$ cat config.mk
export PLATFORM = sky130hd
export DESIGN_NAME = modbus_rtu_master_frame_engine_top_flat
export DESIGN_NICKNAME = d
export VERILOG_FILES = /design/src/design/mrfe_pkg.sv /design/src/design/mrfe_channels.sv /design/src/design/mrfe_front.sv /design/src/design/mrfe_queue.sv /design/src/design/mrfe_back.sv /design/src/design/modbus_rtu_master_frame_engine_top.sv /design/src/flat_wrapper.sv
export VERILOG_INCLUDE_DIRS = /design/src /design/src/design
export SDC_FILE = /design/constraint.sdc
export NUM_CORES = 1
export LEC_CHECK = 0
export ABC_AREA = 1
export BUFFER_PORTS_ARGS = -buffer_cell sky130_fd_sc_hd__buf_2
export CAP_MARGIN = 0
export CORE_MARGIN = 5
export CORE_UTILIZATION = 25
export DETAILED_ROUTE_END_ITERATION = 7
export PLACE_DENSITY = 0.4
export RECOVER_POWER = 100
export SKIP_LAST_GASP = 1
export SLEW_MARGIN = 25
export SYNTH_ARGS = -nofsm -noshare
export SYNTH_HDL_FRONTEND = slang
export SYNTH_SLANG_ARGS = --single-unit
$ cat constraint.sdc
create_clock -name clk -period 10.15 [get_ports clk]
set_clock_uncertainty 0.05 [all_clocks]
set_input_delay 0.5075 -clock clk [delete_from_list [all_inputs] [get_ports clk]]
set_output_delay 0.5075 -clock clk [all_outputs]
set_load 0.02 [all_outputs]
$ cat src/design/assert_macros.svh
`ifndef ASSERT_MACROS_SVH
`define ASSERT_MACROS_SVH

// Shared assertion macros for the frame engine.
// ASSERT_AT checks a property at every rising clock edge outside reset.
`define ASSERT_AT(label, clk, rst_n, prop, msg) \
  label: assert property (@(posedge clk) disable iff (!rst_n) prop) \
    else $error(msg);

// ASSERT_IMPL checks that a condition implies another in the same cycle.
`define ASSERT_IMPL(label, clk, rst_n, ante, cons, msg) \
  `ASSERT_AT(label, clk, rst_n, (ante) |-> (cons), msg)

`endif

$ cat src/design/mrfe_pkg.sv
`timescale 1ns / 1ps
// ----------------------------------------------------------------------------
// mrfe_pkg
// Types, codes and the CRC-16 step shared by the frame engine modules.
// ----------------------------------------------------------------------------
package mrfe_pkg;

  // Opcodes of an input beat.
  localparam logic [1:0] OP_READ    = 2'd0;
  localparam logic [1:0] OP_WRITE   = 2'd1;
  localparam logic [1:0] OP_BYTE    = 2'd2;
  localparam logic [1:0] OP_TIMEOUT = 2'd3;

  // Classified commands handed from the front end to the sequencer.
  localparam logic [2:0] CMD_READ    = 3'd0;
  localparam logic [2:0] CMD_WRITE   = 3'd1;
  localparam logic [2:0] CMD_BYTE    = 3'd2;
  localparam logic [2:0] CMD_TIMEOUT = 3'd3;
  localparam logic [2:0] CMD_BADCNT  = 3'd4;

  // Result kinds.
  localparam logic [1:0] KIND_TX     = 2'd0;
  localparam logic [1:0] KIND_WORD   = 2'd1;
  localparam logic [1:0] KIND_STATUS = 2'd2;

  // Status codes.
  localparam logic [2:0] ST_OK        = 3'd0;
  localparam logic [2:0] ST_TIMEOUT   = 3'd1;
  localparam logic [2:0] ST_CRC       = 3'd2;
  localparam logic [2:0] ST_BAD_HDR   = 3'd3;
  localparam logic [2:0] ST_ECHO      = 3'd4;
  localparam logic [2:0] ST_BAD_COUNT = 3'd5;

  localparam logic [7:0]  FC_READ  = 8'h03;
  localparam logic [7:0]  FC_WRITE = 8'h06;
  localparam logic [15:0] CRC_INIT = 16'hFFFF;
  localparam logic [15:0] CRC_POLY = 16'hA001;

  localparam int STORE_DEPTH = 16;
  localparam int QUEUE_DEPTH = 4;
  localparam int QPTR_W      = $clog2(QUEUE_DEPTH);
  localparam int QCNT_W      = $clog2(QUEUE_DEPTH + 1);

  typedef struct packed {
    logic [2:0]  cmd;
    logic [15:0] reg_addr;
    logic [15:0] word;
    logic [7:0]  rx_byte;
  } entry_t;

  typedef struct packed {
    logic [1:0]  kind;
    logic [7:0]  tx_byte;
    logic [15:0] reg_word;
    logic [3:0]  word_index;
    logic [2:0]  status;
    logic        last;
  } result_t;

  // One byte of the reflected CRC-16, bit by bit.
  function automatic logic [15:0] crc_feed(input logic [15:0] c, input logic [7:0] b);
    logic [15:0] v;
    v = c ^ {8'h00, b};
    for (int k = 0; k < 8; k++) begin
      v = v[0] ? ((v >> 1) ^ CRC_POLY) : (v >> 1);
    end
    return v;
  endfunction

endpackage

$ cat src/design/mrfe_channels.sv
`timescale 1ns / 1ps
// ----------------------------------------------------------------------------
// mrfe channels
// Valid/ready channel interfaces for command beats and result beats.
// ----------------------------------------------------------------------------
interface mrfe_in_if;
  logic        valid;
  logic        ready;
  logic [1:0]  opcode;
  logic [15:0] reg_addr;
  logic [15:0] word;
  logic [7:0]  rx_byte;

  modport source (output valid, opcode, reg_addr, word, rx_byte, input ready);
  modport sink (input valid, opcode, reg_addr, word, rx_byte, output ready);
endinterface

interface mrfe_out_if;
  logic        valid;
  logic        ready;
  logic [1:0]  kind;
  logic [7:0]  tx_byte;
  logic [15:0] reg_word;
  logic [3:0]  word_index;
  logic [2:0]  status;
  logic        last;

  modport source (output valid, kind, tx_byte, reg_word, word_index, status, last,
                  input ready);
  modport sink (input valid, kind, tx_byte, reg_word, word_index, status, last,
                output ready);
endinterface

$ cat src/design/mrfe_front.sv
`timescale 1ns / 1ps
// ----------------------------------------------------------------------------
// mrfe_front
// Accepts input beats, classifies them into commands and registers them.
// ----------------------------------------------------------------------------
module mrfe_front #(
  parameter int MAX_WORDS = 16
) (
  input  logic            clk,
  input  logic            rst_n,
  mrfe_in_if.sink         in_bus,
  output mrfe_pkg::entry_t ent,
  output logic            ent_valid,
  input  logic            ent_ready
);
  import mrfe_pkg::*;

  localparam int          WORD_LIMIT = (MAX_WORDS < STORE_DEPTH) ? MAX_WORDS : STORE_DEPTH;
  localparam logic [15:0] LIMIT      = 16'(WORD_LIMIT);

  entry_t ent_r, ent_nxt;
  logic   valid_r, valid_nxt;
  logic   take;
  logic [2:0] cmd;

  assign in_bus.ready = !valid_r || ent_ready;
  assign take         = in_bus.valid && in_bus.ready;
  assign ent          = ent_r;
  assign ent_valid    = valid_r;

  // A read with a zero count or one beyond MAX_WORDS or the word store is classed here as a bad count.
  always_comb begin
    case (in_bus.opcode)
      OP_READ: begin
        cmd = ((in_bus.word == 16'd0) || (in_bus.word > LIMIT)) ? CMD_BADCNT : CMD_READ;
      end
      OP_WRITE:   cmd = CMD_WRITE;
      OP_BYTE:    cmd = CMD_BYTE;
      OP_TIMEOUT: cmd = CMD_TIMEOUT;
      default:    cmd = CMD_TIMEOUT;
    endcase
  end

  always_comb begin
    ent_nxt   = ent_r;
    valid_nxt = valid_r;
    if (take) begin
      ent_nxt.cmd      = cmd;
      ent_nxt.reg_addr = in_bus.reg_addr;
      ent_nxt.word     = in_bus.word;
      ent_nxt.rx_byte  = in_bus.rx_byte;
      valid_nxt        = 1'b1;
    end else if (ent_ready) begin
      valid_nxt = 1'b0;
    end
  end

  always_ff @(posedge clk) begin
    if (!rst_n) begin
      valid_r <= 1'b0;
    end else begin
      valid_r <= valid_nxt;
    end
  end

  always_ff @(posedge clk) begin
    ent_r <= ent_nxt;
  end

endmodule

$ cat src/design/mrfe_queue.sv
`timescale 1ns / 1ps
// ----------------------------------------------------------------------------
// mrfe_queue
// Short command queue between the front end and the sequencer.
// ----------------------------------------------------------------------------
`include "assert_macros.svh"

module mrfe_queue (
  input  logic             clk,
  input  logic             rst_n,
  input  mrfe_pkg::entry_t push_ent,
  input  logic             push_valid,
  output logic             push_ready,
  output mrfe_pkg::entry_t pop_ent,
  output logic             pop_valid,
  input  logic             pop_ready
);
  import mrfe_pkg::*;

  entry_t              mem_r [QUEUE_DEPTH];
  logic [QPTR_W-1:0]   wr_ptr_r, wr_ptr_nxt;
  logic [QPTR_W-1:0]   rd_ptr_r, rd_ptr_nxt;
  logic [QCNT_W-1:0]   count_r, count_nxt;
  logic                push, pop;

  assign push_ready = (count_r != QCNT_W'(QUEUE_DEPTH));
  assign pop_valid  = (count_r != '0);
  assign pop_ent    = mem_r[rd_ptr_r];
  assign push       = push_valid && push_ready;
  assign pop        = pop_valid && pop_ready;

  always_comb begin
    wr_ptr_nxt = push ? wr_ptr_r + 1'b1 : wr_ptr_r;
    rd_ptr_nxt = pop ? rd_ptr_r + 1'b1 : rd_ptr_r;
    count_nxt  = count_r;
    if (push && !pop) begin
      count_nxt = count_r + 1'b1;
    end else if (pop && !push) begin
      count_nxt = count_r - 1'b1;
    end
  end

  always_ff @(posedge clk) begin
    if (!rst_n) begin
      wr_ptr_r <= '0;
      rd_ptr_r <= '0;
      count_r  <= '0;
    end else begin
      wr_ptr_r <= wr_ptr_nxt;
      rd_ptr_r <= rd_ptr_nxt;
      count_r  <= count_nxt;
    end
  end

  always_ff @(posedge clk) begin
    if (push) begin
      mem_r[wr_ptr_r] <= push_ent;
    end
  end

  `ASSERT_AT(a_q_no_overfill, clk, rst_n, count_r <= QCNT_W'(QUEUE_DEPTH), "queue overfilled")
  `ASSERT_IMPL(a_q_empty_ptrs, clk, rst_n, count_r == '0,
               wr_ptr_r == rd_ptr_r, "empty queue with split pointers")

endmodule

$ cat src/design/mrfe_back.sv
`timescale 1ns / 1ps
// ----------------------------------------------------------------------------
// mrfe_back
// Sequencer: sends requests, checks responses and emits result beats.
// ----------------------------------------------------------------------------
`include "assert_macros.svh"

module mrfe_back (
  input  logic             clk,
  input  logic             rst_n,
  input  logic             cfg_we,
  input  logic [7:0]       cfg_wdata,
  input  mrfe_pkg::entry_t ent,
  input  logic             ent_valid,
  output logic             ent_ready,
  mrfe_out_if.source       out_bus
);
  import mrfe_pkg::*;

  localparam logic [1:0] S_IDLE  = 2'd0;
  localparam logic [1:0] S_TX    = 2'd1;
  localparam logic [1:0] S_WORDS = 2'd2;

  localparam logic [1:0] PH_IDLE  = 2'd0;
  localparam logic [1:0] PH_READ  = 2'd1;
  localparam logic [1:0] PH_WRITE = 2'd2;

  logic [1:0]  state_r, state_nxt;
  logic [1:0]  phase_r, phase_nxt;
  logic [5:0]  exp_len_r, exp_len_nxt;
  logic [5:0]  rcv_cnt_r, rcv_cnt_nxt;
  logic [4:0]  word_cnt_r, word_cnt_nxt;
  logic [15:0] crc_r, crc_nxt;
  logic        hdr_ok_r, hdr_ok_nxt;
  logic        crc_ok_r, crc_ok_nxt;
  logic        echo_ok_r, echo_ok_nxt;
  logic [7:0]  dev_addr_r, dev_addr_nxt;
  logic [4:0]  idx_r, idx_nxt;
  result_t     res_r, res_nxt;
  logic        res_valid_r, res_valid_nxt;
  logic [7:0]  req_r [8];
  logic [7:0]  req_nxt [8];
  logic [15:0] words_r [STORE_DEPTH];
  logic [15:0] words_nxt [STORE_DEPTH];

  logic        out_free, take;
  logic [2:0]  req_addr;
  logic [7:0]  req_rd;
  logic [7:0]  tx_byte;
  logic [6:0]  pos_p2;
  logic [5:0]  off;
  logic [3:0]  widx;
  logic        done;
  logic        emit;
  result_t     beat;

  assign out_free  = !res_valid_r || out_bus.ready;
  assign ent_ready = (state_r == S_IDLE) && out_free;
  assign take      = ent_ready && ent_valid;

  // One read port on the request bytes: transmit index or echo position.
  assign req_addr = (state_r == S_TX) ? idx_r[2:0] : rcv_cnt_r[2:0];
  assign req_rd   = req_r[req_addr];
  assign pos_p2   = {1'b0, rcv_cnt_r} + 7'd2;
  assign off      = rcv_cnt_r - 6'd3;
  assign widx     = off[4:1];

  always_comb begin
    case (idx_r[2:0])
      3'd6:    tx_byte = crc_r[7:0];
      3'd7:    tx_byte = crc_r[15:8];
      default: tx_byte = req_rd;
    endcase
  end

  always_comb begin
    state_nxt    = state_r;
    phase_nxt    = phase_r;
    exp_len_nxt  = exp_len_r;
    rcv_cnt_nxt  = rcv_cnt_r;
    word_cnt_nxt = word_cnt_r;
    crc_nxt      = crc_r;
    hdr_ok_nxt   = hdr_ok_r;
    crc_ok_nxt   = crc_ok_r;
    echo_ok_nxt  = echo_ok_r;
    dev_addr_nxt = cfg_we ? cfg_wdata : dev_addr_r;
    idx_nxt      = idx_r;
    req_nxt      = req_r;
    words_nxt    = words_r;
    done         = 1'b0;
    emit         = 1'b0;
    beat         = '0;

    case (state_r)
      S_IDLE: begin
        if (take) begin
          case (ent.cmd)
            CMD_READ, CMD_WRITE: begin
              req_nxt[0]  = dev_addr_r;
              req_nxt[1]  = (ent.cmd == CMD_READ) ? FC_READ : FC_WRITE;
              req_nxt[2]  = ent.reg_addr[15:8];
              req_nxt[3]  = ent.reg_addr[7:0];
              req_nxt[4]  = ent.word[15:8];
              req_nxt[5]  = ent.word[7:0];
              crc_nxt     = CRC_INIT;
              rcv_cnt_nxt = '0;
              hdr_ok_nxt  = 1'b1;
              crc_ok_nxt  = 1'b1;
              echo_ok_nxt = 1'b1;
              idx_nxt     = '0;
              state_nxt   = S_TX;
              if (ent.cmd == CMD_READ) begin
                phase_nxt    = PH_READ;
                word_cnt_nxt = ent.word[4:0];
                exp_len_nxt  = 6'd5 + {ent.word[4:0], 1'b0};
              end else begin
                phase_nxt    = PH_WRITE;
                word_cnt_nxt = '0;
                exp_len_nxt  = 6'd8;
              end
            end
            CMD_BADCNT: begin
              phase_nxt   = PH_IDLE;
              emit        = 1'b1;
              beat.kind   = KIND_STATUS;
              beat.status = ST_BAD_COUNT;
              beat.last   = 1'b1;
            end
            CMD_TIMEOUT: begin
              if (phase_r != PH_IDLE) begin
                phase_nxt   = PH_IDLE;
                emit        = 1'b1;
                beat.kind   = KIND_STATUS;
                beat.status = ST_TIMEOUT;
                beat.last   = 1'b1;
              end
            end
            CMD_BYTE: begin
              if (phase_r != PH_IDLE) begin
                if (phase_r == PH_WRITE) begin
                  if (req_rd != ent.rx_byte) begin
                    echo_ok_nxt = 1'b0;
                  end
                end else if (pos_p2 < {1'b0, exp_len_r}) begin
                  crc_nxt = crc_feed(crc_r, ent.rx_byte);
                  if ((rcv_cnt_r == 6'd0) && (ent.rx_byte != dev_addr_r)) begin
                    hdr_ok_nxt = 1'b0;
                  end
                  if ((rcv_cnt_r == 6'd1) && (ent.rx_byte != FC_READ)) begin
                    hdr_ok_nxt = 1'b0;
                  end
                  if (rcv_cnt_r >= 6'd3) begin
                    if (!off[0]) begin
                      words_nxt[widx] = {ent.rx_byte, 8'h00};
                    end else begin
                      words_nxt[widx] = words_r[widx] | {8'h00, ent.rx_byte};
                    end
                  end
                end else if (pos_p2 == {1'b0, exp_len_r}) begin
                  if (ent.rx_byte != crc_r[7:0]) begin
                    crc_ok_nxt = 1'b0;
                  end
                end else begin
                  if (ent.rx_byte != crc_r[15:8]) begin
                    crc_ok_nxt = 1'b0;
                  end
                end
                rcv_cnt_nxt = rcv_cnt_r + 6'd1;
                done        = (rcv_cnt_nxt >= exp_len_r);
                if (done) begin
                  phase_nxt = PH_IDLE;
                  beat.kind = KIND_STATUS;
                  beat.last = 1'b1;
                  if (phase_r == PH_WRITE) begin
                    emit        = 1'b1;
                    beat.status = echo_ok_nxt ? ST_OK : ST_ECHO;
                  end else if (!crc_ok_nxt) begin
                    emit        = 1'b1;
                    beat.status = ST_CRC;
                  end else if (!hdr_ok_nxt) begin
                    emit        = 1'b1;
                    beat.status = ST_BAD_HDR;
                  end else begin
                    idx_nxt   = '0;
                    state_nxt = S_WORDS;
                  end
                end
              end
            end
            default: begin
            end
          endcase
        end
      end

      S_TX: begin
        if (out_free) begin
          emit         = 1'b1;
          beat.kind    = KIND_TX;
          beat.tx_byte = tx_byte;
          beat.last    = (idx_r == 5'd7);
          idx_nxt      = idx_r + 5'd1;
          if (idx_r < 5'd6) begin
            crc_nxt = crc_feed(crc_r, tx_byte);
          end else if (idx_r == 5'd6) begin
            req_nxt[6] = tx_byte;
          end else begin
            req_nxt[7] = tx_byte;
            crc_nxt    = CRC_INIT;
            state_nxt  = S_IDLE;
          end
        end
      end

      S_WORDS: begin
        if (out_free) begin
          emit = 1'b1;
          if (idx_r < word_cnt_r) begin
            beat.kind       = KIND_WORD;
            beat.reg_word   = words_r[idx_r[3:0]];
            beat.word_index = idx_r[3:0];
            idx_nxt         = idx_r + 5'd1;
          end else begin
            beat.kind   = KIND_STATUS;
            beat.status = ST_OK;
            beat.last   = 1'b1;
            state_nxt   = S_IDLE;
          end
        end
      end

      default: begin
        state_nxt = S_IDLE;
      end
    endcase

    if (emit) begin
      res_nxt       = beat;
      res_valid_nxt = 1'b1;
    end else begin
      res_nxt       = res_r;
      res_valid_nxt = res_valid_r && !out_bus.ready;
    end
  end

  always_ff @(posedge clk) begin
    if (!rst_n) begin
      state_r     <= S_IDLE;
      phase_r     <= PH_IDLE;
      exp_len_r   <= '0;
      rcv_cnt_r   <= '0;
      word_cnt_r  <= '0;
      crc_r       <= CRC_INIT;
      hdr_ok_r    <= 1'b0;
      crc_ok_r    <= 1'b0;
      echo_ok_r   <= 1'b0;
      dev_addr_r  <= 8'd1;
      idx_r       <= '0;
      res_valid_r <= 1'b0;
    end else begin
      state_r     <= state_nxt;
      phase_r     <= phase_nxt;
      exp_len_r   <= exp_len_nxt;
      rcv_cnt_r   <= rcv_cnt_nxt;
      word_cnt_r  <= word_cnt_nxt;
      crc_r       <= crc_nxt;
      hdr_ok_r    <= hdr_ok_nxt;
      crc_ok_r    <= crc_ok_nxt;
      echo_ok_r   <= echo_ok_nxt;
      dev_addr_r  <= dev_addr_nxt;
      idx_r       <= idx_nxt;
      res_valid_r <= res_valid_nxt;
    end
  end

  always_ff @(posedge clk) begin
    res_r   <= res_nxt;
    req_r   <= req_nxt;
    words_r <= words_nxt;
  end

  assign out_bus.valid      = res_valid_r;
  assign out_bus.kind       = res_r.kind;
  assign out_bus.tx_byte    = res_r.tx_byte;
  assign out_bus.reg_word   = res_r.reg_word;
  assign out_bus.word_index = res_r.word_index;
  assign out_bus.status     = res_r.status;
  assign out_bus.last       = res_r.last;

  `ASSERT_IMPL(a_tx_has_phase, clk, rst_n, state_r == S_TX,
               phase_r != PH_IDLE, "request sent with no transaction open")
  `ASSERT_IMPL(a_words_in_range, clk, rst_n, state_r == S_WORDS,
               idx_r <= word_cnt_r, "word index past the read count")

endmodule

$ cat src/design/modbus_rtu_master_frame_engine_top.sv
`timescale 1ns / 1ps
// ----------------------------------------------------------------------------
// modbus_rtu_master_frame_engine_top
// Modbus RTU master framing for read holding registers and write single
// register, with response checking.
// ----------------------------------------------------------------------------
//
//   Channel   Dir  Handshake      Beat contents
//   in_bus    in   valid/ready    opcode, reg_addr, word, rx_byte
//   out_bus   out  valid/ready    kind, tx_byte, reg_word, word_index, status, last
//   cfg_*     in   write enable   device_address (8 bits)
//
// An accepted command beat reaches the sequencer through the front register
// and then the command queue.
// The sequencer issues at most one result beat per cycle and holds while a result
// beat is stalled: a request is loaded and then sent as eight byte beats, a received
// byte is taken in, and a good read response gives one beat per register word plus the status.
// Reset is synchronous and active low; the device address returns to 1.
// A stalled result beat holds the sequencer; the queue then fills, the front register
// holds and in_bus.ready deasserts. Beats on in_bus keep flowing while the queue has room.
//
module modbus_rtu_master_frame_engine_top #(
  parameter int MAX_WORDS = 16
) (
  input  logic       clk,
  input  logic       rst_n,
  mrfe_in_if.sink    in_bus,
  mrfe_out_if.source out_bus,
  input  logic       cfg_we,
  input  logic [7:0] cfg_wdata
);
  import mrfe_pkg::*;

  // Front register to queue.
  entry_t front_ent;
  logic   front_valid;
  logic   front_ready;

  // Queue head to sequencer.
  entry_t head_ent;
  logic   head_valid;
  logic   head_ready;

  // The front end classifies each beat and flags bad read counts early.
  mrfe_front #(
    .MAX_WORDS(MAX_WORDS)
  ) u_front (
    .clk      (clk),
    .rst_n    (rst_n),
    .in_bus   (in_bus),
    .ent      (front_ent),
    .ent_valid(front_valid),
    .ent_ready(front_ready)
  );

  // The queue decouples intake from the sequencer while it streams results.
  mrfe_queue u_queue (
    .clk       (clk),
    .rst_n     (rst_n),
    .push_ent  (front_ent),
    .push_valid(front_valid),
    .push_ready(front_ready),
    .pop_ent   (head_ent),
    .pop_valid (head_valid),
    .pop_ready (head_ready)
  );

  // The sequencer holds all transaction state and the output register.
  mrfe_back u_back (
    .clk      (clk),
    .rst_n    (rst_n),
    .cfg_we   (cfg_we),
    .cfg_wdata(cfg_wdata),
    .ent      (head_ent),
    .ent_valid(head_valid),
    .ent_ready(head_ready),
    .out_bus  (out_bus)
  );

endmodule

$ cat src/flat_wrapper.sv
// flat-port wrapper written by rule: the top's interface ports become plain ports
module modbus_rtu_master_frame_engine_top_flat import mrfe_pkg::*;
#(
  parameter int MAX_WORDS = 16
)
  (clk, rst_n, cfg_we, cfg_wdata, in_bus_valid, in_bus_opcode, in_bus_reg_addr, in_bus_word, in_bus_rx_byte, in_bus_ready, out_bus_valid, out_bus_kind, out_bus_tx_byte, out_bus_reg_word, out_bus_word_index, out_bus_status, out_bus_last, out_bus_ready);
  mrfe_in_if in_bus_i ();
  mrfe_out_if out_bus_i ();
  input  logic clk;
  input  logic rst_n;
  input  logic cfg_we;
  input  logic [7:0] cfg_wdata;
  input wire logic [$bits(in_bus_i.valid)-1:0] in_bus_valid;
  input wire logic [$bits(in_bus_i.opcode)-1:0] in_bus_opcode;
  input wire logic [$bits(in_bus_i.reg_addr)-1:0] in_bus_reg_addr;
  input wire logic [$bits(in_bus_i.word)-1:0] in_bus_word;
  input wire logic [$bits(in_bus_i.rx_byte)-1:0] in_bus_rx_byte;
  output wire logic [$bits(in_bus_i.ready)-1:0] in_bus_ready;
  output wire logic [$bits(out_bus_i.valid)-1:0] out_bus_valid;
  output wire logic [$bits(out_bus_i.kind)-1:0] out_bus_kind;
  output wire logic [$bits(out_bus_i.tx_byte)-1:0] out_bus_tx_byte;
  output wire logic [$bits(out_bus_i.reg_word)-1:0] out_bus_reg_word;
  output wire logic [$bits(out_bus_i.word_index)-1:0] out_bus_word_index;
  output wire logic [$bits(out_bus_i.status)-1:0] out_bus_status;
  output wire logic [$bits(out_bus_i.last)-1:0] out_bus_last;
  input wire logic [$bits(out_bus_i.ready)-1:0] out_bus_ready;
  assign in_bus_i.valid = in_bus_valid;
  assign in_bus_i.opcode = in_bus_opcode;
  assign in_bus_i.reg_addr = in_bus_reg_addr;
  assign in_bus_i.word = in_bus_word;
  assign in_bus_i.rx_byte = in_bus_rx_byte;
  assign in_bus_ready = in_bus_i.ready;
  assign out_bus_valid = out_bus_i.valid;
  assign out_bus_kind = out_bus_i.kind;
  assign out_bus_tx_byte = out_bus_i.tx_byte;
  assign out_bus_reg_word = out_bus_i.reg_word;
  assign out_bus_word_index = out_bus_i.word_index;
  assign out_bus_status = out_bus_i.status;
  assign out_bus_last = out_bus_i.last;
  assign out_bus_i.ready = out_bus_ready;
  modbus_rtu_master_frame_engine_top #(.MAX_WORDS(MAX_WORDS)) u_core (.clk(clk), .rst_n(rst_n), .in_bus(in_bus_i), .out_bus(out_bus_i), .cfg_we(cfg_we), .cfg_wdata(cfg_wdata));
endmodule
Word level (Yosys, flattened, before mapping)
Memory sizes are Yosys's and may differ from the RTL's. A register that Yosys moved wholly into a read port is not among the register bits.
Index checks and enable logic that the tools add are counted.

word-level totals
  flip-flop bits (word level) = 459
  bits in writable memories = 172
  input bits = 55
  output and inout port bits = 36
  logic and storage cells = 326
  memories = 1

operators by class
  add/subtract/negate cells = 9
  magnitude comparators = 10
  equality and inequality tests = 40
  muxes and demuxes = 147
  bitwise logic cells = 25
  reductions and logical operators = 44

memory list
  name                  depth  bits a word  read ports  clocked after Yosys merged registers in  wr ports  line              RTL
  u_core.u_queue.mem_r  4      43           1           1                                        1         mrfe_queue.sv:20  entry_t mem_r [QUEUE_DEPTH];

operator list
  operator             number
  $bwmux 256           2
  $mux 16              28
  $mux 256             1
  $bmux 16 s4          2
  $demux 16 s4         1
  $pmux 16 s2          2
  $mux 2               26
  $mux 5               10
  $not 2->3            16
  $mux 1               42
  $ne 8x8->1           4
  $xor 16x8->16        2
  $bmux 8 s3           1
  $ne 3x3->1 const B   8
  $mux 3               7
  $ne 2x2->1 const B   9
  $pmux 2 s3           3
  $gt 16x5->1 const B  1
  $logic_not 16->1     1
  $mux 8               2
  $or 16x8->16         1
  $pmux 8 s2           1
  $pmux 5 s3           1
  $mux 4               3
  58 further kinds     101

Depth between registers and ports, before layout
Gate-level depths: netlist (run 1).

  depth after elaboration = 27
  mapped depth = 25
  mapped depth without buffers = 24

Cells and area by module
From an unflattened synthesis (run 1), not the netlist that was laid out.

second synthesis, totals
  cells, all modules = 2848
  area total of the unflattened synthesis = 29650.9 um^2

by module, submodules not included
  module      instances  cells an instance  area each (um^2)  seq. area each (um^2)
  mrfe_back   1          2295               21383.0           11511.0
  mrfe_queue  1          483                6835.3            5345.1
  mrfe_front  1          70                 1432.6            1311.3

Worst setup path after synthesis (run 1)
No wires, ideal clock.

  path type = register to register
  start point = register u_core.u_back.state_r[0]
  end point = register u_core.u_back.exp_len_r[5]
  setup time = 0.127 ns
  data arrival time = 4.114 ns
  data required time = 9.973 ns
  slack = 5.858 ns
  stages on the path, launching flop included = 12
  buffers on the path = 0
  period minus slack after synthesis = 4.292 ns
  cell sequence = dfxtp_1 inv_1 ha_1 inv_1 a311oi_2 inv_1 nor2_1 inv_1 nor2_1 inv_1 nand2_1 o32ai_1

on the way
  cells in the longest elaborated chain, start to end = 4

RTL lines
  what                          line                              RTL
  start, declared               mrfe_back.sv:28                   logic [1:0] state_r, state_nxt;
  start signal, assigned        mrfe_back.sv:261                  state_r <= state_nxt;
  $logic_not 2->1 *             mrfe_back.sv:58, mrfe_back.sv:94
  $logic_and 1x1->1             mrfe_back.sv:58                   assign ent_ready = (state_r == S_IDLE) && out_free;
  $logic_and 1x1->1             mrfe_back.sv:59                   assign take = ent_ready && ent_valid;
  $reduce_and 3->1 (no line) *  -
  end signal, assigned          mrfe_back.sv:263                  exp_len_r <= exp_len_nxt;
  end, declared                 mrfe_back.sv:30                   logic [5:0] exp_len_r, exp_len_nxt;

Every way passes the cells marked *; elsewhere a longest branch is shown, timed or not.
A chain may end at the register's enable or synchronous reset.

Worst setup path in the final report (run 1)
  start point = register u_core.u_back.rcv_cnt_r[0]
  end point = register u_core.u_back.words_r[108] (netlist bit) (data pin)

on the way
  cells in the longest elaborated chain, start to end = 8
  elaborated cells on any way between the ends = 14
  those cells by class = add/sub: 1; order compare: 2; mux: 8; bitwise: 2; reduce/logical: 1

RTL lines
  what                                                                line                                RTL
  start, declared                                                     mrfe_back.sv:31                     logic [5:0] rcv_cnt_r, rcv_cnt_nxt;
  start signal, assigned                                              mrfe_back.sv:264                    rcv_cnt_r <= rcv_cnt_nxt;
  $sub 5x2->5 *                                                       mrfe_back.sv:65                     assign off = rcv_cnt_r - 6'd3;
  $not 4->5 (implied by the code)                                     mrfe_back.sv:154, mrfe_back.sv:156
  $ge 5x5->1 (implied by the code), or another cell as far along      mrfe_back.sv:154, mrfe_back.sv:156
  $logic_and 1x1->1 (implied by the code) or $mux 16 (tied branches)  mrfe_back.sv:154, mrfe_back.sv:156
  $mux 16 (on tied branches)                                          mrfe_back.sv:154, mrfe_back.sv:156
  $demux 16 s4 or $or 16x8->16 (tied branches)                        mrfe_back.sv:154, mrfe_back.sv:156
  $bwmux 256 (on tied branches)                                       mrfe_back.sv:154, mrfe_back.sv:156
  $mux 256 *                                                          mrfe_back.sv:153                    if (!off[0]) begin
  end signal, assigned                                                mrfe_back.sv:279                    words_r <= words_nxt;
  end, declared                                                       mrfe_back.sv:43                     logic [15:0] words_r [STORE_DEPTH];

Every way passes the cells marked *; elsewhere a longest branch is shown, timed or not. The select of a mux whose other input is x is not followed.

==> results of run 1 <==
[final timing paths]
path / startpoint / cells past startpoint / slack (ns) / end
min: cfg_wdata[6] / 3 / 0.05 / u_core.u_back.dev_addr_r[6]
max reg2reg: u_core.u_back.rcv_cnt_r[0] / 12 / 2.91 / u_core.u_back.words_r[108]
min reg2reg: u_core.u_queue.rd_ptr_r[1] / 2 / 0.42 / u_core.u_queue.rd_ptr_r[1]
max: u_core.u_back.rcv_cnt_r[0] / 12 / 2.91 / u_core.u_back.words_r[108]
[area by class of cell]
cell class | count | share of cell area [%]
Multi-Input combinational cell | 1846 | 28.3
Sequential cell | 626 | 53.8
Tap cell | 1524 | 5.65
Clock inverter | 49 | 1.23
Clock buffer | 91 | 5.86
Timing Repair Buffer | 192 | 3.20
Inverter | 171 | 1.91
[repair_timing]
item / in CTS / in global routing
endpoints found under the hold margin: 38 / 0
setup endpoints to repair: 0 / 0
hold buffers: 38 / 0
[report_power, final]
part | switching [W] | internal, W | leakage, nW
sequential | 0.000165 | 0.00323 | 5.97
combinational | 0.00304 | 0.00101 | 4.70
clock | 0.00115 | 0.00151 | 1.18
[flip-flops by register name, indices dropped and copies added (netlist names), 2 cells and up, named ones only]
| signal | count |
|---|---|
| u_core.u_back.words_r | 256 |
| u_core.u_queue.mem_r | 172 |
| u_core.u_back.req_r | 58 |
| u_core.u_front.ent | 43 |
| u_core.u_back.crc_r | 16 |
| u_core.u_back.out_bus.reg_word | 16 |
| u_core.u_back.dev_addr_r | 8 |
| u_core.u_back.out_bus.tx_byte | 8 |
| u_core.u_back.exp_len_r | 6 |
| u_core.u_back.rcv_cnt_r | 6 |
| u_core.u_back.idx_r | 5 |
| u_core.u_back.out_bus.word_index | 4 |
| u_core.u_back.word_cnt_r | 4 |
| u_core.u_back.out_bus.status | 3 |
| u_core.u_queue.count_r | 3 |
| u_core.u_back.out_bus.kind | 2 |
| u_core.u_back.phase_r | 2 |
| u_core.u_back.state_r | 2 |
| u_core.u_queue.rd_ptr_r | 2 |
| u_core.u_queue.wr_ptr_r | 2 |
[cells by family after synthesis]
family	after synthesis	synth area share [%]
DFF	626	62.5
and+or+nand+nor	1083	15.3
buffers and inverters	321	4.39
adders and majority gates	39	1.71
AOI/OAI and AO/OA	679	14.6
xor gates and xnor gates	45	1.47
[synthesized netlist by cell type (7+ instances only)]
library cell / n / area [µm²]
o22ai_1: 64 / 400
buf_4: 10 / 75.1
xnor2_1: 10 / 87.6
ha_1: 38 / 475
o21ai_1: 8 / 40.0
o221ai_1: 53 / 464
nor4_2: 7 / 87.6
dfxtp_1: 63 / 1260
o21ai_0: 240 / 1200
nand3_1: 138 / 691
clkinv_1: 20 / 75.1
a211oi_1: 11 / 82.6
a21oi_1: 118 / 591
nor3_1: 10 / 50.1
buf_2: 21 / 105
a22oi_1: 120 / 901
nand2_1: 320 / 1200
edfxtp_1: 563 / 16900
nand2_2: 10 / 62.6
inv_1: 139 / 522
inv_2: 12 / 45.0
nor2_1: 568 / 2130
nand4_1: 8 / 50.1
o211ai_1: 35 / 263
clkbuf_1: 113 / 424
xor2_1: 32 / 280
[layer usage]
metal  up-vias  GRT usage, %  wire length [µm]
met3       146          2.70              5880
met2       744          26.1             47500
met1     10988          22.4             46000
met5         -             0                 0
li1      10262             -                 -
met4         0          5.10              2710
[stage by stage]
stage	area [µm²]	setup slack, ns	utilization (%)
finish	33800	2.91	29.2
global route	33800	2.29	29.2
CTS	34200	4.88	29.6
detailed placement	31500	4.91	27.2
global placement	31400	5.07	27.1
floorplan	29100	5.86	-
[critical path: stages (launching register included)]
cell and delay, ns:
dfxtp_1 0.44, inv_1 1.02, ha_1 0.49, inv_1 0.15
nor2_4 0.05, buf_4 0.25, clkbuf_1 0.86, a22oi_1 0.50
nand2_1 0.14, nand2_1 0.08, nand3_1 0.13, o32ai_1 2.57
nor2_1 0.06
==> results.ini, run 1 <==
[drt]
ant_nets=0
drc=0
viasPerCell=4.92
vias=22140
post_drt_wl_per_cell_um=22.7
drt_iter0_markers=1873
totalWireLength_um=102000
drtPass1Iterations=5

[critical_path]
crit_type=reg -> reg
crit_required_ns=10.38
cp.arrival_ns=7.46
end_kind=flip-flop
critPathMaxFanout=35
critPathLaunchType=flip-flop

[sta]
max_slew_margin_pct=-197
rsz0062_at_grt=no
fin_tns_setup_ns=0
fin_hold_ws_ns=0.0549
final_max_slew_viol_count=765
worst_pin_slew_ns=4.46
finalSetupViolCount=0
max_freq_mhz=138
fin_crit_ns=7.24
fin_crit_sh_pct=71.3
finalHoldViolations=0

[synthesis]
netlist-cell-type-count=54
synth_edf_count=563
syn-instance-count=2793
ys_seq_area_share_pct=62.5
synthArstFlopShare_pct=0
synth_ff_type=edfxtp_1
avgSynthCellArea_um2=10.4
synth_seq_cells=626
yosys_warnings=0
synth_area_um2=29100
synthesis.nets=2887

[die]
initial_core_util_pct=25.1
die_w_um=351
rows=125
core_um2=116000
fp.dieH_um=351
die-area_um2=123000
io_pins=91

[hold_path]
hold_path.class=in -> reg

[placement]
routabilityCongestion=0.827
place_hpwl_um=67100
io_buffers=90
dp.cells=4320

[clocking]
cts.htree.levels=3
cts_tree=yes
cts_num_sinks=626
cts_root_buf=clkbuf_16
cts_buffers=76
post_cts_buffers=0
cts.path.max_buffers=3
cts-resized-gates=0
clk_latency_ns=0.66
clk_pin_slew_ns=0.06

[pwr]
p_leak_nw=11.8
p_total_w=0.0101
p_per_area_nw_per_um2=299
ir_worst_vdd_mv=0.129

[global_routing]
antenna_found_initial=1
grt_max_degree=91
grt_pass1_vias=21367
grt_usage_pct=16.2
grt_pass1_wl_um=149000
grt_overflow_total=0

[layout]
seq_area_um2=18200
layout_common_cells=edfxtp_1 (563), nor2_1 (561), nand2_1 (323)
nFillCells=12152
multi_input_area_um2=9550
antenna_cells=0
area_delta_synth_final_pct=16.2
final_nets=3007
stdcell_count=4499
layout-drive-gt1-share_pct=7.03
final_common_cell=edfxtp_1

[run_status]
violations=max-capacitance violations, max-slew violations
status=complete, but fails checks

[run]
max_cap_violations=25

No activity file was read; power rests on OpenSTA's default activity.
==> run 2: changes to the inputs <==
Settings changed: PLACE_DENSITY 0.4 to 0.41.
Clock period 10.15 ns to 6.6 ns, I/O delays scaled along.
==> run 2 against run 1 <==
Largest power group unchanged. Critical path depth is 1 higher. Clock power is 49% higher. Hold slack worse by 0.053 ns. Sequential share of layout area is 0.36 points lower. Highest routed layer is now met5. Flip-flop and latch count stayed put. The flow still finishes with violations (max-capacitance violations, max-slew violations). Critical path type unchanged. Routed wire length is 0.73% higher.
==> results.ini, run 2 (same netlist as run 1, synthesis figures left out) <==
[run_status]
status=complete, but fails checks
violations=max-capacitance violations, max-slew violations

[global_routing]
antenna_found_initial=3
grt_usage_pct=16.3
grt_pass1_wl_um=149000
grt_overflow_total=0
grt_pass1_vias=21393
grt_max_degree=78

[drt]
totalWireLength_um=103000
post_drt_wl_per_cell_um=22.8
drt_iter0_markers=2174
viasPerCell=4.90
drtPass1Iterations=5
drc=0
ant_nets=0
vias=22132

[layout]
area_delta_synth_final_pct=17.0
stdcell_count=4514
layout-drive-gt1-share_pct=7.46
largest_reg_flops=256
final_common_cell=edfxtp_1
antenna_cells=0
design_area_um2=34000
layout_common_cells=edfxtp_1 (563), nor2_1 (558), nand2_1 (325)
largest_register=u_core.u_back.words_r
final_nets=3024
largestRegisters=u_core.u_back.words_r x256, u_core.u_queue.mem_r x172, u_core.u_back.req_r x58

[sta]
fin_crit_sh_pct=80.2
worst_pin_slew_ns=3.00
finalSetupViolCount=0
finalHoldViolations=0
rsz0062_at_grt=no
fin_tns_setup_ns=0
max_slew_margin_pct=-100
max_freq_mhz=189
final_max_slew_viol_count=438
fin_crit_ns=5.29

[clocking]
cts_num_sinks=626
cts_buffers=75
clk_pin_slew_ns=0.06
cts-resized-gates=0
cts_root_buf=clkbuf_16
cts.path.max_buffers=3
cts_tree=yes
cts.htree.levels=3
clk_latency_ns=0.65

[die]
rows=125
initial_core_util_pct=25.1
die-area_um2=123000
die_w_um=351
io_pins=91
fp.dieH_um=351
core_um2=116000

[critical_path]
timing.critical_path.mode_cell=nand2_1
end_kind=flip-flop
critPathMaxFanout=32
crit_type=reg -> reg
slowest_delay_ns=1.49
rrSetupSlack_ns=1.31
cp.depth=13
r2r_start=u_core.u_back.rcv_cnt_r[0]
cp.arrival_ns=5.61
path_buf_inv=5
r2r_end=u_core.u_back.words_r[50]
r2r_cells=13
crit_required_ns=6.92
path_cells=clkinv_1 > ha_1 > inv_1 > nor2_4 > buf_4 > buf_4 > a22oi_1 > nand2_1 > nand2_1 > nand2_1 > nor4_1 > clkbuf_1 > nor2_1
cp_top_family=simple AND/OR/NAND/NOR gates
critPathLaunchType=flip-flop
cp_slowest_cell=nor4_1

[hold_path]
hold_path.class=in -> reg
holdPathEnd=u_core.u_front.ent_valid
hold_depth=3
min-delay-start=in_bus_valid

[pwr]
p_per_area_nw_per_um2=453
p_leak_nw=12.0
ir_worst_vdd_mv=0.210

[placement]
place_area_um2=31500
dp.cells=4324
io_buffers=90
routabilityCongestion=0.824
place_hpwl_um=66700

[run]
max_cap_violations=18

run 2: worst max-delay path by stage:
stage	start	to	slack, ns
final	u_core.u_back.rcv_cnt_r[0]	u_core.u_back.words_r[50]	1.31
after global routing	u_core.u_back.rcv_cnt_r[0]	u_core.u_back.words_r[108]	1.03
after CTS	u_core.u_back.rcv_cnt_r[0]	u_core.u_back.words_r[79]	1.98
after detailed placement	u_core.u_back.rcv_cnt_r[0]	u_core.u_back.words_r[69]	2.00
after global placement	u_core.u_back.rcv_cnt_r[0]	u_core.u_back.words_r[69]	1.95
after floorplan	u_core.u_back.state_r[0]	u_core.u_back.exp_len_r[5]	2.31
run 2: what timing repair did:
action,in CTS,in global routing
hold buffers,52,0
buffers inserted,0,0
endpoints found under the hold margin,51,0
run 2: where the power goes:
| group | switching [W] | internal, W |
|---|---|---|
| Combinational | 0.00465 | 0.00159 |
| Sequential | 0.000252 | 0.00495 |
| Clock | 0.00173 | 0.00222 |
run 2: cell type report:
class	instances	area, µm²
Clock buffer	103	2030
Timing Repair Buffer	210	1360
Fill cell	12098	81800
Sequential cell	626	18200
Inverter	171	646
Multi-Input combinational cell	1846	9590
Clock inverter	34	274
Tap cell	1524	1910
run 2: layer usage:
metal / global-route usage, % / share of wire (%)
met5: 0 / 0.026
met4: 6.00 / 3.4
met3: 3.06 / 6.2
met2: 25.8 / 46
met1: 22.2 / 45
run 2: metrics by stage:
step	setup slack (ns)	utilization [%]	hold slack, ns	power (W)
5_1_grt	1.03	29.4	0.0390	0.0162
3_3_place_gp	1.95	27.2	0.400	0.0117
3_5_place_dp	2.00	27.2	0.409	0.0117
6_report	1.31	29.4	0.00201	0.0154
2_1_floorplan	2.31	-	0.379	0.00918
4_1_cts	1.98	29.6	0.00344	0.0157
run 2: worst reg2reg max path, delay by kind of cell, from the launching register on:
kind / cells / cell delay, ns
and+or+nand+nor: 6 / 2.01
buffers and inverters: 5 / 1.63
DFF: 1 / 0.66
adders and majority gates: 1 / 0.43
AOI/OAI and AO/OA: 1 / 0.24
==> run 3: changes to the inputs <==
Settings changed: ABC_AREA 1 to 0.
Clock period 6.6 ns to 4.43 ns, I/O delays scaled along.
==> run 3 against run 2 <==
The flow still finishes with violations (max-capacitance violations, max-slew violations). Synthesized cell count is 31% lower. Global-route usage is 2.4 points lower. Final cell count is 17% lower. Die area is 0.46% lower. Via count is 21% lower. Flip-flop and latch count stayed put.
==> results.ini, run 3 <==
[die]
core_um2=115000
die_w_um=350
fp.dieH_um=350
io_pins=91
rows=124
initial_core_util_pct=25.2
die-area_um2=123000

[clocking]
clk_pin_slew_ns=0.06
cts_tree=yes
cts_buffers=74
post_cts_buffers=0
cts_root_buf=clkbuf_16
cts_num_sinks=626
cts.htree.levels=3
hold_buffers=61
clk_latency_ns=0.64
cts-resized-gates=0
cts.path.max_buffers=3

[layout]
nFillCells=11395
seq_area_um2=18200
stdcell_count=3729
area_delta_synth_final_pct=20.7
layout_common_cells=edfxtp_1 (563), nor2_1 (349), mux4_2 (202)
largest_reg_flops=256
layout-drive-gt1-share_pct=22.3
final_common_cell=edfxtp_1
largest_register=u_core.u_back.words_r
largestRegisters=u_core.u_back.words_r x256, u_core.u_queue.mem_r x172, u_core.u_back.req_r x58
multi_input_area_um2=10200
antenna_cells=0
final_nets=2249

[synthesis]
syn-instance-count=1937
avgSynthCellArea_um2=14.9
synth_top_area_share_pct=58.5
netlist-cell-type-count=68
ys_seq_area_share_pct=62.8
synthArstFlopShare_pct=0
synth_edf_count=563
synth_ff_type=edfxtp_1
synth_seq_cells=626
synth_top_cell_by_area=edfxtp_1
yosys_warnings=0
synthesis.nets=2031
ys_top_cells_by_count=edfxtp_1 (563), nor2_1 (361), mux4_2 (202)
synth_area_um2=28900
yosysMostFrequentCell=edfxtp_1
synthTopCellsByArea=edfxtp_1 (58%), mux4_2 (16%), nor2_1 (4.7%), dfxtp_1 (4.4%), xnor2_1 (2.0%)

[critical_path]
end_kind=flip-flop
critPathLaunchType=flip-flop
crit_required_ns=4.89
crit_type=reg -> reg
critPathMaxFanout=16
cp.arrival_ns=4.75

[sta]
finalSetupViolCount=0
max_slew_margin_pct=-84.8
final_max_slew_viol_count=110
worst_pin_slew_ns=2.77
rsz0062_at_grt=no
fin_crit_ns=4.29
finalHoldViolations=0
fin_crit_sh_pct=96.8
max_freq_mhz=233
fin_tns_setup_ns=0

[placement]
routabilityCongestion=0.841
place_hpwl_um=59600
dp.cells=3530
io_buffers=90

[drt]
ant_nets=0
viasPerCell=4.72
drc=0
drt_iter0_markers=1223
post_drt_wl_per_cell_um=23.1
drtPass1Iterations=5
totalWireLength_um=86200
vias=17592

[pwr]
p_per_area_nw_per_um2=562
ir_worst_vdd_mv=0.291
p_leak_nw=11.4

[hold_path]
hold_path.class=in -> reg

[run_status]
violations=max-capacitance violations, max-slew violations
status=complete, but fails checks

[global_routing]
grt_pass1_vias=18194
grt_usage_pct=13.9
grt_pass1_wl_um=126000
grt_overflow_total=0
grt_max_degree=75
antenna_found_initial=7

[run]
max_cap_violations=3

-- run 3: layer usage --
layer / up-vias / wire length [µm] / track usage, %
met4: 0 / 2180 / 3.57
met1: 9105 / 38700 / 19.2
met3: 113 / 3890 / 2.01
met5: - / 0 / 0
li1: 7905 / - / -
met2: 469 / 41500 / 23.2
-- run 3: cells by family (layout without fill, tap and decap cells) --
kind of cell               after synthesis  count (layout)  synth area share (%)
buffers and inverters                  161             441                  2.23
AOI/OAI and AO/OA                      196             196                  4.34
DFF                                    626             626                  62.8
muxes                                  242             242                  17.2
and+or+nand+nor                        589             589                  8.93
adders and majority gates               39              39                  1.71
xor gates and xnor gates                84              84                  2.78
-- run 3: path summary, 6_finish.rpt --
kind	startpoint	to	slack, ns	cells after the start
min reg2reg	u_core.u_back.word_cnt_r[2]	u_core.u_back.word_cnt_r[2]	0.41	2
max reg2reg	u_core.u_back.idx_r[1]	u_core.u_back.crc_r[0]	0.14	9
max	u_core.u_back.idx_r[1]	u_core.u_back.crc_r[0]	0.14	9
min	in_bus_rx_byte[3]	u_core.u_front.ent[3]	0.25	2
-- run 3: through the flow --
stage	instance area (µm²)	power (W)	worst slack, ns	hold WS (ns)	utilization (%)
final	34900	0.0196	0.144	0.247	30.4
after global routing	34900	0.0205	0.0276	0.226	30.4
after CTS	35100	0.0200	0.315	0.194	30.7
after detailed placement	31900	0.0132	0.334	0.350	27.8
after global placement	31800	0.0132	0.374	0.350	27.8
after floorplan	29000	0.0111	0.0592	0.248	-
-- run 3: area by class of cell --
type                    instances  area share [%]
clock buffers                  89            5.61
clock inverters                49            2.04
inverters                      36           0.398
multi-input cells            1150            29.2
flip-flops and latches        626            52.1
well taps                    1512            5.42
repair buffers                267            5.21
-- run 3: power breakdown --
part | total (W) | leakage (nW) | internal (W) | switching (W)
sequential | 0.00742 | 5.68 | 0.00706 | 0.000352
clock | 0.00664 | 1.29 | 0.00407 | 0.00257
combinational | 0.00555 | 4.42 | 0.00227 | 0.00328
-- run 3: critical path: stages (launching register included) --
cell	delay, ns
dfxtp_1	0.87
inv_1	0.54
nor2_1	0.47
clkbuf_1	0.44
mux2_1	0.46
xnor3_1	0.45
xnor3_1	0.42
xnor3_1	0.19
o221ai_1	0.19
nand2_1	0.08
